===== src/hw/rtl/lkv_pkg.sv =====
// Shared constants, codes and types for the LRU key/value cache.
`default_nettype none
package lkv_pkg;

   localparam int MAX_ENTRIES = 16;
   localparam int IDX_W       = (MAX_ENTRIES > 1) ? $clog2(MAX_ENTRIES) : 1;
   localparam int CNT_W       = $clog2(MAX_ENTRIES + 1);
   localparam int CAP_W       = 5;
   localparam int CMP_W       = (CNT_W > CAP_W) ? CNT_W : CAP_W;
   localparam int DATA_W      = 32;

   localparam logic [CAP_W-1:0]  CAP_RESET  = CAP_W'(16);
   localparam logic [DATA_W-1:0] MISS_VALUE = {DATA_W{1'b1}};

   localparam logic OP_GET = 1'b0;
   localparam logic OP_PUT = 1'b1;

   localparam logic [1:0] CMD_NONE   = 2'd0;
   localparam logic [1:0] CMD_TOUCH  = 2'd1;
   localparam logic [1:0] CMD_INSERT = 2'd2;

   // recency table update, issued at most once per operation
   typedef struct packed {
      logic [1:0]       kind;
      logic [IDX_W-1:0] slot;
      logic [IDX_W-1:0] touch_rank;
      logic             evict;
   } rank_cmd_type;

   // key/value store write port
   typedef struct packed {
      logic              key_en;
      logic              val_en;
      logic [IDX_W-1:0]  addr;
      logic [DATA_W-1:0] key;
      logic [DATA_W-1:0] value;
   } store_wr_type;

endpackage
`default_nettype wire


===== src/hw/rtl/lkv_req_if.sv =====
// Request channel: operation, key and value with valid/ready.
`default_nettype none
interface lkv_req_if;
   logic        valid;
   logic        ready;
   logic        operation;
   logic signed [31:0] lookup_key;
   logic signed [31:0] write_value;

   modport source (output valid, operation, lookup_key, write_value, input ready);
   modport sink   (input valid, operation, lookup_key, write_value, output ready);
endinterface
`default_nettype wire


===== src/hw/rtl/lkv_rsp_if.sv =====
// Response channel: hit, read value and eviction report with valid/ready.
`default_nettype none
interface lkv_rsp_if;
   logic        valid;
   logic        ready;
   logic        hit;
   logic signed [31:0] read_value;
   logic        evicted;
   logic signed [31:0] evicted_key;

   modport source (output valid, hit, read_value, evicted, evicted_key, input ready);
   modport sink   (input valid, hit, read_value, evicted, evicted_key, output ready);
endinterface
`default_nettype wire


===== src/hw/rtl/lkv_store.sv =====
// Key and value memories: one write port, one registered read port.
`default_nettype none
module lkv_store (
   input  wire logic                         clock,
   input  wire lkv_pkg::store_wr_type        wr,
   input  wire logic [lkv_pkg::IDX_W-1:0]    rd_addr,
   output logic      [lkv_pkg::DATA_W-1:0]   rd_key_ff,
   output logic      [lkv_pkg::DATA_W-1:0]   rd_val_ff
);

   logic [lkv_pkg::DATA_W-1:0] key_mem [lkv_pkg::MAX_ENTRIES];
   logic [lkv_pkg::DATA_W-1:0] val_mem [lkv_pkg::MAX_ENTRIES];

   always_ff @(posedge clock) begin
      if (wr.key_en) begin
         key_mem[wr.addr] <= wr.key;
      end
      if (wr.val_en) begin
         val_mem[wr.addr] <= wr.value;
      end
      rd_key_ff <= key_mem[rd_addr];
      rd_val_ff <= val_mem[rd_addr];
   end

endmodule
`default_nettype wire


===== src/hw/rtl/lkv_recency.sv =====
// Valid bits, recency ranks and occupancy count with their update logic.
`default_nettype none
module lkv_recency (
   input  wire logic                               clock,
   input  wire logic                               reset,
   input  wire logic                               clear,
   input  wire lkv_pkg::rank_cmd_type              cmd,
   input  wire logic [lkv_pkg::IDX_W-1:0]          rd_idx,
   output logic      [lkv_pkg::IDX_W-1:0]          rd_rank,
   output logic      [lkv_pkg::MAX_ENTRIES-1:0]    valid_ff,
   output logic      [lkv_pkg::CNT_W-1:0]          count_ff
);

   logic [lkv_pkg::IDX_W-1:0]       rank_ff [lkv_pkg::MAX_ENTRIES];
   logic [lkv_pkg::IDX_W-1:0]       rank_in [lkv_pkg::MAX_ENTRIES];
   logic [lkv_pkg::MAX_ENTRIES-1:0] valid_in;
   logic [lkv_pkg::CNT_W-1:0]       count_in;

   assign rd_rank = rank_ff[rd_idx];

   always_comb begin
      valid_in = valid_ff;
      count_in = count_ff;
      for (int i = 0; i < lkv_pkg::MAX_ENTRIES; i++) begin
         rank_in[i] = rank_ff[i];
      end
      unique case (cmd.kind)
         lkv_pkg::CMD_TOUCH: begin
            // entries more recent than the touched one age by one
            for (int i = 0; i < lkv_pkg::MAX_ENTRIES; i++) begin
               if (valid_ff[i] && (lkv_pkg::IDX_W'(i) != cmd.slot) &&
                   (rank_ff[i] < cmd.touch_rank)) begin
                  rank_in[i] = rank_ff[i] + 1'b1;
               end
            end
            rank_in[cmd.slot] = '0;
         end
         lkv_pkg::CMD_INSERT: begin
            // on eviction the target slot is the victim, so it is excluded here
            for (int i = 0; i < lkv_pkg::MAX_ENTRIES; i++) begin
               if (valid_ff[i] && (lkv_pkg::IDX_W'(i) != cmd.slot)) begin
                  rank_in[i] = rank_ff[i] + 1'b1;
               end
            end
            rank_in[cmd.slot]  = '0;
            valid_in[cmd.slot] = 1'b1;
            if (!cmd.evict) begin
               count_in = count_ff + 1'b1;
            end
         end
         default: begin
         end
      endcase
   end

   always_ff @(posedge clock) begin
      if (reset || clear) begin
         valid_ff <= '0;
         count_ff <= '0;
      end else begin
         valid_ff <= valid_in;
         count_ff <= count_in;
      end
   end

   always_ff @(posedge clock) begin
      for (int i = 0; i < lkv_pkg::MAX_ENTRIES; i++) begin
         rank_ff[i] <= rank_in[i];
      end
   end

endmodule
`default_nettype wire


===== src/hw/rtl/lru_key_value_cache.sv =====
// Top level of the LRU key/value cache: sequencer, shared key compare and response register.
//
// Fully associative key/value cache with least-recently-used replacement.
// Each request transfer is a get (operation 0) or a put (operation 1) and
// yields exactly one response transfer. A request is handled in turn by
// taking the transfer, a scan in which a single key comparator walks the
// key memory one slot per cycle through its registered read port, and a
// write-back of the recency ranks and the key/value memories.
// req_bus.ready is high only while no request is in progress and reset is
// low. The response sits in an output register, so a new request is taken
// while the previous response still waits; the write-back then holds until
// that response has been transferred. Keys compare as raw 32-bit patterns.
// A get miss returns -1, every put returns 0 in read_value. Writing
// csr_wr_data with csr_wr_en sets the capacity (0 acts as 1, above
// MAX_ENTRIES acts as MAX_ENTRIES) and empties the cache at once; write it
// only while no request is in progress. Reset empties the cache and sets
// the capacity to 16.
`default_nettype none
module lru_key_value_cache (
   input  wire logic                       clock,
   input  wire logic                       reset,
   lkv_req_if.sink                         req_bus,
   lkv_rsp_if.source                       rsp_bus,
   input  wire logic                       csr_wr_en,
   input  wire logic [lkv_pkg::CAP_W-1:0]  csr_wr_data
);

   localparam logic [1:0] S_IDLE   = 2'd0;
   localparam logic [1:0] S_SCAN   = 2'd1;
   localparam logic [1:0] S_UPDATE = 2'd2;

   localparam int IW = lkv_pkg::IDX_W;
   localparam int DW = lkv_pkg::DATA_W;

   logic [1:0]                state_ff, state_in;
   logic [lkv_pkg::CNT_W-1:0] scan_cnt_ff, scan_cnt_in;
   logic                      cmp_live_ff, cmp_live_in;
   logic [IW-1:0]             cmp_idx_ff, cmp_idx_in;
   logic [lkv_pkg::CAP_W-1:0] cap_ff;

   // latched request
   logic          op_ff;
   logic [DW-1:0] key_ff, wval_ff;

   // scan results
   logic          hit_ff, vic_found_ff, free_found_ff;
   logic [IW-1:0] hit_slot_ff, touch_rank_ff, vic_slot_ff, vic_rank_ff, free_slot_ff;
   logic [DW-1:0] hit_val_ff, vic_key_ff;

   // response register
   logic          rsp_valid_ff;
   logic          rsp_hit_ff, rsp_evicted_ff;
   logic [DW-1:0] rsp_rd_ff, rsp_evk_ff;

   logic [DW-1:0]                   rd_key, rd_val;
   logic [IW-1:0]                   rd_rank;
   logic [lkv_pkg::MAX_ENTRIES-1:0] valid;
   logic [lkv_pkg::CNT_W-1:0]       count;
   lkv_pkg::rank_cmd_type           rank_cmd;
   lkv_pkg::store_wr_type           store_wr;

   logic                      req_xfer, rsp_xfer, advance, do_evict;
   logic                      slot_ok, key_match;
   logic [IW-1:0]             target;
   logic [lkv_pkg::CMP_W-1:0] eff_cap;

   assign req_xfer = req_bus.valid && req_bus.ready;
   assign rsp_xfer = rsp_valid_ff && rsp_bus.ready;
   assign req_bus.ready = (state_ff == S_IDLE) && !reset;

   // write-back waits for the response register to be free
   assign advance = (state_ff == S_UPDATE) && (!rsp_valid_ff || rsp_bus.ready);

   always_comb begin
      if (cap_ff == '0) begin
         eff_cap = lkv_pkg::CMP_W'(1);
      end else if (lkv_pkg::CMP_W'(cap_ff) > lkv_pkg::CMP_W'(lkv_pkg::MAX_ENTRIES)) begin
         eff_cap = lkv_pkg::CMP_W'(lkv_pkg::MAX_ENTRIES);
      end else begin
         eff_cap = lkv_pkg::CMP_W'(cap_ff);
      end
   end

   assign do_evict = (op_ff == lkv_pkg::OP_PUT) && !hit_ff &&
                     (lkv_pkg::CMP_W'(count) >= eff_cap);
   assign target   = hit_ff ? hit_slot_ff : (do_evict ? vic_slot_ff : free_slot_ff);

   // sequencer
   always_comb begin
      state_in    = state_ff;
      scan_cnt_in = scan_cnt_ff;
      cmp_live_in = 1'b0;
      cmp_idx_in  = scan_cnt_ff[IW-1:0];
      unique case (state_ff)
         S_IDLE: begin
            if (req_xfer) begin
               state_in    = S_SCAN;
               scan_cnt_in = '0;
            end
         end
         S_SCAN: begin
            if (scan_cnt_ff < lkv_pkg::CNT_W'(lkv_pkg::MAX_ENTRIES)) begin
               cmp_live_in = 1'b1;
               scan_cnt_in = scan_cnt_ff + 1'b1;
            end else begin
               // last compare happens this cycle
               state_in = S_UPDATE;
            end
         end
         S_UPDATE: begin
            if (advance) begin
               state_in = S_IDLE;
            end
         end
         default: begin
            state_in = S_IDLE;
         end
      endcase
   end

   always_ff @(posedge clock) begin
      if (reset) begin
         state_ff    <= S_IDLE;
         scan_cnt_ff <= '0;
         cmp_live_ff <= 1'b0;
         cap_ff      <= lkv_pkg::CAP_RESET;
      end else begin
         state_ff    <= state_in;
         scan_cnt_ff <= scan_cnt_in;
         cmp_live_ff <= cmp_live_in;
         if (csr_wr_en) begin
            cap_ff <= csr_wr_data;
         end
      end
   end

   always_ff @(posedge clock) begin
      cmp_idx_ff <= cmp_idx_in;
   end

   // shared compare unit: one slot per cycle
   assign slot_ok   = valid[cmp_idx_ff];
   assign key_match = slot_ok && (rd_key == key_ff);

   always_ff @(posedge clock) begin
      if (req_xfer) begin
         op_ff         <= req_bus.operation;
         key_ff        <= req_bus.lookup_key;
         wval_ff       <= req_bus.write_value;
         hit_ff        <= 1'b0;
         vic_found_ff  <= 1'b0;
         free_found_ff <= 1'b0;
      end else if (cmp_live_ff) begin
         if (key_match) begin
            hit_ff        <= 1'b1;
            hit_slot_ff   <= cmp_idx_ff;
            touch_rank_ff <= rd_rank;
            hit_val_ff    <= rd_val;
         end
         // ties go to the later slot
         if (slot_ok && (!vic_found_ff || (rd_rank >= vic_rank_ff))) begin
            vic_found_ff <= 1'b1;
            vic_rank_ff  <= rd_rank;
            vic_slot_ff  <= cmp_idx_ff;
            vic_key_ff   <= rd_key;
         end
         if (!slot_ok && !free_found_ff) begin
            free_found_ff <= 1'b1;
            free_slot_ff  <= cmp_idx_ff;
         end
      end
   end

   // write-back commands
   always_comb begin
      rank_cmd.kind       = lkv_pkg::CMD_NONE;
      rank_cmd.slot       = target;
      rank_cmd.touch_rank = touch_rank_ff;
      rank_cmd.evict      = do_evict;
      store_wr.key_en     = 1'b0;
      store_wr.val_en     = 1'b0;
      store_wr.addr       = target;
      store_wr.key        = key_ff;
      store_wr.value      = wval_ff;
      if (advance) begin
         if (hit_ff) begin
            rank_cmd.kind   = lkv_pkg::CMD_TOUCH;
            store_wr.val_en = (op_ff == lkv_pkg::OP_PUT);
         end else if (op_ff == lkv_pkg::OP_PUT) begin
            rank_cmd.kind   = lkv_pkg::CMD_INSERT;
            store_wr.key_en = 1'b1;
            store_wr.val_en = 1'b1;
         end
      end
   end

   // response register
   always_ff @(posedge clock) begin
      if (reset) begin
         rsp_valid_ff <= 1'b0;
      end else if (advance) begin
         rsp_valid_ff <= 1'b1;
      end else if (rsp_xfer) begin
         rsp_valid_ff <= 1'b0;
      end
   end

   always_ff @(posedge clock) begin
      if (advance) begin
         rsp_hit_ff     <= hit_ff;
         rsp_evicted_ff <= do_evict;
         rsp_evk_ff     <= do_evict ? vic_key_ff : '0;
         if (op_ff == lkv_pkg::OP_PUT) begin
            rsp_rd_ff <= '0;
         end else begin
            rsp_rd_ff <= hit_ff ? hit_val_ff : lkv_pkg::MISS_VALUE;
         end
      end
   end

   assign rsp_bus.valid       = rsp_valid_ff;
   assign rsp_bus.hit         = rsp_hit_ff;
   assign rsp_bus.read_value  = rsp_rd_ff;
   assign rsp_bus.evicted     = rsp_evicted_ff;
   assign rsp_bus.evicted_key = rsp_evk_ff;

   lkv_store u_store (
      .clock     (clock),
      .wr        (store_wr),
      .rd_addr   (cmp_idx_in),
      .rd_key_ff (rd_key),
      .rd_val_ff (rd_val)
   );

   lkv_recency u_recency (
      .clock    (clock),
      .reset    (reset),
      .clear    (csr_wr_en),
      .cmd      (rank_cmd),
      .rd_idx   (cmp_idx_ff),
      .rd_rank  (rd_rank),
      .valid_ff (valid),
      .count_ff (count)
   );

   // occupancy count tracks the valid bits
   a_count_matches_valid: assert property (@(posedge clock) disable iff (reset)
      lkv_pkg::CNT_W'($countones(valid)) == count)
      else $error("occupancy count differs from valid bits");

   // occupancy never exceeds the effective capacity
   a_count_within_cap: assert property (@(posedge clock) disable iff (reset)
      lkv_pkg::CMP_W'(count) <= eff_cap)
      else $error("occupancy above capacity");

   // a response only appears out of the write-back step
   a_rsp_from_update: assert property (@(posedge clock) disable iff (reset)
      $rose(rsp_valid_ff) |-> $past(state_ff == S_UPDATE))
      else $error("response raised outside write-back");

   // after a put the target slot holds a valid entry
   a_put_leaves_valid: assert property (@(posedge clock) disable iff (reset)
      (advance && (op_ff == lkv_pkg::OP_PUT) && !csr_wr_en) |=> valid[$past(target)])
      else $error("put left target slot invalid");

endmodule
`default_nettype wire


===== src/flat_wrapper.sv =====
// flat-port wrapper written by rule: the top's interface ports become plain ports
module lru_key_value_cache_flat 
  (clock, reset, csr_wr_en, csr_wr_data, req_bus_valid, req_bus_operation, req_bus_lookup_key, req_bus_write_value, req_bus_ready, rsp_bus_valid, rsp_bus_hit, rsp_bus_read_value, rsp_bus_evicted, rsp_bus_evicted_key, rsp_bus_ready);
  lkv_req_if req_bus_i ();
  lkv_rsp_if rsp_bus_i ();
  input  wire logic clock;
  input  wire logic reset;
  input  wire logic csr_wr_en;
  input  wire logic [lkv_pkg::CAP_W-1:0] csr_wr_data;
  input wire logic [$bits(req_bus_i.valid)-1:0] req_bus_valid;
  input wire logic [$bits(req_bus_i.operation)-1:0] req_bus_operation;
  input wire logic [$bits(req_bus_i.lookup_key)-1:0] req_bus_lookup_key;
  input wire logic [$bits(req_bus_i.write_value)-1:0] req_bus_write_value;
  output wire logic [$bits(req_bus_i.ready)-1:0] req_bus_ready;
  output wire logic [$bits(rsp_bus_i.valid)-1:0] rsp_bus_valid;
  output wire logic [$bits(rsp_bus_i.hit)-1:0] rsp_bus_hit;
  output wire logic [$bits(rsp_bus_i.read_value)-1:0] rsp_bus_read_value;
  output wire logic [$bits(rsp_bus_i.evicted)-1:0] rsp_bus_evicted;
  output wire logic [$bits(rsp_bus_i.evicted_key)-1:0] rsp_bus_evicted_key;
  input wire logic [$bits(rsp_bus_i.ready)-1:0] rsp_bus_ready;
  assign req_bus_i.valid = req_bus_valid;
  assign req_bus_i.operation = req_bus_operation;
  assign req_bus_i.lookup_key = req_bus_lookup_key;
  assign req_bus_i.write_value = req_bus_write_value;
  assign req_bus_ready = req_bus_i.ready;
  assign rsp_bus_valid = rsp_bus_i.valid;
  assign rsp_bus_hit = rsp_bus_i.hit;
  assign rsp_bus_read_value = rsp_bus_i.read_value;
  assign rsp_bus_evicted = rsp_bus_i.evicted;
  assign rsp_bus_evicted_key = rsp_bus_i.evicted_key;
  assign rsp_bus_i.ready = rsp_bus_ready;
  lru_key_value_cache u_core (.clock(clock), .reset(reset), .req_bus(req_bus_i), .rsp_bus(rsp_bus_i), .csr_wr_en(csr_wr_en), .csr_wr_data(csr_wr_data));
endmodule

===== config.mk =====
export PLATFORM = sky130hd
export DESIGN_NAME = lru_key_value_cache_flat
export DESIGN_NICKNAME = d
export VERILOG_FILES = /design/src/hw/rtl/lkv_pkg.sv /design/src/hw/rtl/lkv_req_if.sv /design/src/hw/rtl/lkv_rsp_if.sv /design/src/hw/rtl/lkv_store.sv /design/src/hw/rtl/lkv_recency.sv /design/src/hw/rtl/lru_key_value_cache.sv /design/src/flat_wrapper.sv
export SDC_FILE = /design/constraint.sdc
export NUM_CORES = 1
export LEC_CHECK = 0
export ABC_AREA = 1
export BUFFER_PORTS_ARGS = -buffer_cell sky130_fd_sc_hd__buf_2
export CAP_MARGIN = 20
export CORE_ASPECT_RATIO = 0.75
export CORE_UTILIZATION = 65
export CTS_BUF_LIST = sky130_fd_sc_hd__clkbuf_4 sky130_fd_sc_hd__clkbuf_8
export CTS_CLUSTER_DIAMETER = 50
export DETAILED_ROUTE_END_ITERATION = 7
export PLACE_DENSITY = 0.81
export SYNTH_ARGS = -nofsm -noshare
export SYNTH_HDL_FRONTEND = slang
export SYNTH_SLANG_ARGS = --single-unit

===== constraint.sdc =====
create_clock -name clock -period 12.1 [get_ports clock]
set_input_delay 0.605 -clock clock [delete_from_list [all_inputs] [get_ports clock]]
set_output_delay 0.605 -clock clock [all_outputs]
set_load 0.1 [all_outputs]

==> results.md <==
Clock tree:
- For this design, the sink count on the clock tree is 1409.
- TritonCTS built the clock tree.
- After clock tree synthesis, the clock-pin slew on the worst setup and hold paths is 0.07 ns.
- The clock latency of the later-clocked register in the worst-skew pair is roughly 0.89 ns.
- The root buffer selected by CTS is clkbuf_8.
- The H-tree generated during clock tree synthesis spans 4 levels.
- The deepest clock path buffer count is 3.
- TritonCTS created 197 clock buffers.

Timing:
- The number of endpoints failing setup at the final stage is 0.
- The minimum period implied by the final worst setup slack is 4.32 ns.
- The tightest slew margin relative to the limit is 0.196.
- At the pin with the least slew margin, the transition time is 1.21 ns.
- The setup clock skew after layout is approximately 0.060 ns.
- The max-slew violation total from the final report is 0.
- Based on the critical path, the design can be clocked at up to ~230 MHz.
- Of the available clock period, the critical path in the final layout requires 0.357.
- The final worst slack is 7.78 ns.
- The count of endpoints failing hold in the final timing report was 0.
- The final setup TNS is 0 ns.
- Setup repair after global routing left no endpoint under its margin.

Placement:
- The area of placed instances is 59300 um^2.
- Detailed placement finished with a half-perimeter wire length of between 70000 and 80000 um.
- Prior to clock tree synthesis, the placed netlist has a worst setup slack of 7.52 ns.
- The congestion estimate from routability-driven global placement came to 0.932.
- Port buffering added around 140 buffers.

Floorplan:
- The floorplan step defined a die boundary enclosing 89500 um^2.
- The area of the core is 86600 um^2.
- The die is 259 um tall.
- The starting density of the core is 0.663.
- The number of rows in the core area is 93.
- The overall die width is 345 um.
- Pin placement for this block handled approximately 140 I/O pins.

Critical path:
- Along the worst path, the maximum fanout reaches 42.
- The origin of the critical flop-to-flop path is u_core.cap_ff[0]$_SDFFE_PP0P_.
- STA classifies the critical path startpoint as a flip-flop.
- The worst setup path is of the flip-flop to flip-flop kind.
- The launch point of the worst path is u_core.cap_ff[0]$_SDFFE_PP0P_.
- The termination of the worst setup path is u_core.u_store.key_mem[2][29]$_DFFE_PP_.
- STA puts the critical path data arrival time at around 4.9 ns.
- Counting cells, the worst reg-to-reg path comes to 15.
- In this run the critical register-to-register path is captured at u_core.u_store.key_mem[2][29]$_DFFE_PP_.
- The worst endpoint required time is 12.65 ns.
- In this run the register-to-register setup slack is 7.78 ns.
- The critical path endpoint category is a flip-flop.

Cells and area:
- The cell area after layout is 64100 um^2.
- Summing all multi-input logic gate instances after layout gives 14400 um^2.
- The leading cell type in the layout, fill and taps excluded is edfxtp_1.
- The storage element area is 41300 um^2.
- The area growth from synthesis to layout is 11.8%.
- Fill cells in the final layout number 5167.
- The top cell types in the final layout, fill and taps aside, are edfxtp_1, nor2_1, nand2_1.
- The number of nets in the final layout is 4856.
- The share of final-layout standard cells stronger than drive strength 1 is 0.136.

Yosys:
- Averaged over all synthesized cells, the footprint is 12.8 um^2.
- By area the synthesized netlist is led by edfxtp_1, nor2_1, dfxtp_1.
- The synthesized area is 57400 um^2.
- The distinct cell type count of the synthesized netlist is 41.
- The XOR/XNOR share of the synthesized area is 0.00916.
- Of the synthesized area, sequential elements account for 0.719.
- The number of flops mapped to enable cells by yosys is 1303.
- Counting every instance in the synthesized netlist gives 4481.
- Summed over all instances, the cell type with the most area after synthesis is edfxtp_1.
- Of the total synthesized cell area, the portion taken by full adders, half adders and majority gates is 0.0166.
- After synthesis, the largest family of logic cells by area is simple AND/OR/NAND/NOR gates.
- The post-synth net total is around 4600.
- Counting flops and latches in the post-synthesis netlist gives 1409.
- Counting flops with an async set or reset pin after synthesis yields a share of 0.
- The most common flop cell mapped by yosys is edfxtp_1.
- Of the post-synthesis cell area, the dominant cell type holds 0.682.
- The fraction of synthesized area in multiplexers is 0.0197.
- The compound-gate portion of the synthesized area is 0.0894.
- Of the total synthesized cell area, the portion taken by AND, OR, NAND and NOR gates is 0.113.
- During synthesis, Yosys emitted a total of 0 warnings.

Run status:
- The run finished with clean final reports.

Detailed routing:
- After detailed routing, the number of remaining DRC violations is 0.
- The first-pass detailed-route iteration total is 6.
- Dividing the detail-routed wire length by the instance count gives ~23 um.
- Using the TritonRoute via totals, the vias-per-cell ratio works out to 6.30.
- The number of DRC markers in iteration 0 is 5195.
- The via count is between 30000 and 40000.
- The remaining antenna violation count is 0.
- The detailed-route wire length is ~140000 um.

Hold path:
- The type of the tightest min-delay check is primary input to flip-flop.

Job:
- The tool flagged a number of max-cap violations equal to 0.

Power:
- Power spread over the standard cell area amounts to 149 nW/um^2.
- The analysis attributes to cell leakage a power of 0.0223 uW.
- The worst supply voltage drop on vdd is 0.0945 mV.

GRT:
- The initial antenna violation count is 1.
- The number of global-route vias before repair was 35900.
- Across every metal layer, demand over resource in global routing totals 0.308.
- Entering global routing, the biggest net connects 195 pins.
- The first-pass GRT wire length is 210000 um.
- The total congestion overflow after global routing is 0.
## kinds of logic after synthesis
| group | Yosys count |
|---|---|
| simple gates | 1536 |
| fa+ha+maj | 76 |
| xor+xnor | 60 |
| compound gates | 798 |
| flops | 1409 |
| buf+inv | 489 |
| mux | 113 |
## timing repair
| item | in CTS | in global routing |
|---|---|---|
| endpoints found under the hold margin | 69 | 0 |
| hold buffers | 71 | 0 |
| buffers inserted | 0 | 0 |
| gates resized for setup | 0 | 0 |
## synth_stat cells (all sizes together) (7+ instances only)
cell type	number
edfxtp	1303
nor2	794
nand2	390
o21ai	327
nand3	256
inv	224
clkbuf	196
o32ai	155
a21oi	150
mux2i	113
dfxtp	106
o221ai	105
ha	76
buf	67
nand4	51
xor2	43
o211ai	39
nor3	18
xnor2	17
a21o	16
nor4	9
or2	9
nor3b	7
## power by group
| part | switching, uW | internal [uW] | total (uW) |
|---|---|---|---|
| logic | 251 | 124 | 376 |
| clock network | 1790 | 1980 | 3770 |
| registers | 57.3 | 5330 | 5390 |
## worst min-delay path by stage
stage / startpoint / end / slack, ns / cells after the start
2_1_floorplan: u_core.scan_cnt_ff[2]$_SDFFE_PP0P_ / u_core.cmp_idx_ff[2]$_DFF_P_ / 0.33 / 0
3_3_place_gp: u_core.u_store.rd_val_ff[23]$_DFF_P_ / u_core.hit_val_ff[23]$_DFFE_PP_ / 0.39 / 0
3_5_place_dp: u_core.u_store.rd_val_ff[18]$_DFF_P_ / u_core.hit_val_ff[18]$_DFFE_PP_ / 0.39 / 0
4_1_cts: reset / u_core.cmp_live_ff$_SDFF_PP0_ / 0.003 / 2
5_1_grt: reset / u_core.cmp_live_ff$_SDFF_PP0_ / 0.03 / 2
6_report: reset / u_core.cmp_live_ff$_SDFF_PP0_ / 0.06 / 2
## through the flow
| stage | utilization | hold WS (ns) | power, uW | std cells |
|---|---|---|---|---|
| 6_report | 0.741 | 0.0570 | 9530 | 6017 |
| 5_1_grt | 0.741 | 0.0315 | 9800 | 6017 |
| 4_1_cts | 0.740 | 0.00327 | 9550 | 6014 |
| 3_5_place_dp | 0.685 | 0.389 | 5830 | 5573 |
| 3_3_place_gp | 0.684 | 0.388 | 5820 | 5571 |
| 2_1_floorplan | - | 0.329 | 5710 | 4481 |
## cell type report
| class | instances | area share |
|---|---|---|
| sequential | 1409 | 0.643 |
| multi-input combinational | 2583 | 0.225 |
| clock buffer | 311 | 0.0575 |
| timing repair buffer | 288 | 0.0320 |
| tap | 1140 | 0.0222 |
| inverter | 226 | 0.0134 |
| clock inverter | 59 | 0.00626 |
| antenna | 1 | 0.0000390 |
## critical path: stages (launching register included)
cell,delay [ns]
dfxtp_1,0.32
or4_1,0.53
o21ai_0,0.23
ha_1,0.27
inv_1,0.05
nand2_1,0.04
nand2_1,0.07
nand3_2,0.19
nand2_4,0.51
nand2_1,0.13
nand3_1,0.10
nand2_1,0.15
nor2_4,0.18
nand2_1,0.39
nor2_4,0.52
buf_12,0.26
## layer usage
metal	vias up	routed length, um	GRT usage
met4	0	3850	0.108
met1	18300	55500	0.448
met3	275	17700	0.0820
met5	-	0	0
met2	2422	61400	0.455
li1	16900	-	-
## registers in the layout, summed over array words and instances, names as in the netlist, 5 cells and up
register / flops
u_core.vic_key_ff: 32
u_core.hit_val_ff: 32
u_core.u_store.rd_val_ff: 32
u_core.u_recency.rank_ff: 64
u_core.u_recency.count_ff: 5
u_core.wval_ff: 32
u_core.rsp_bus.read_value: 32
u_core.cap_ff: 5
u_core.scan_cnt_ff: 5
u_core.key_ff: 32
u_core.rsp_bus.evicted_key: 32
u_core.u_store.rd_key_ff: 32
u_core.u_store.key_mem: 512
u_core.u_recency.valid_ff: 16
u_core.u_store.val_mem: 512
Note: power is estimated with default switching activity, not from simulation.
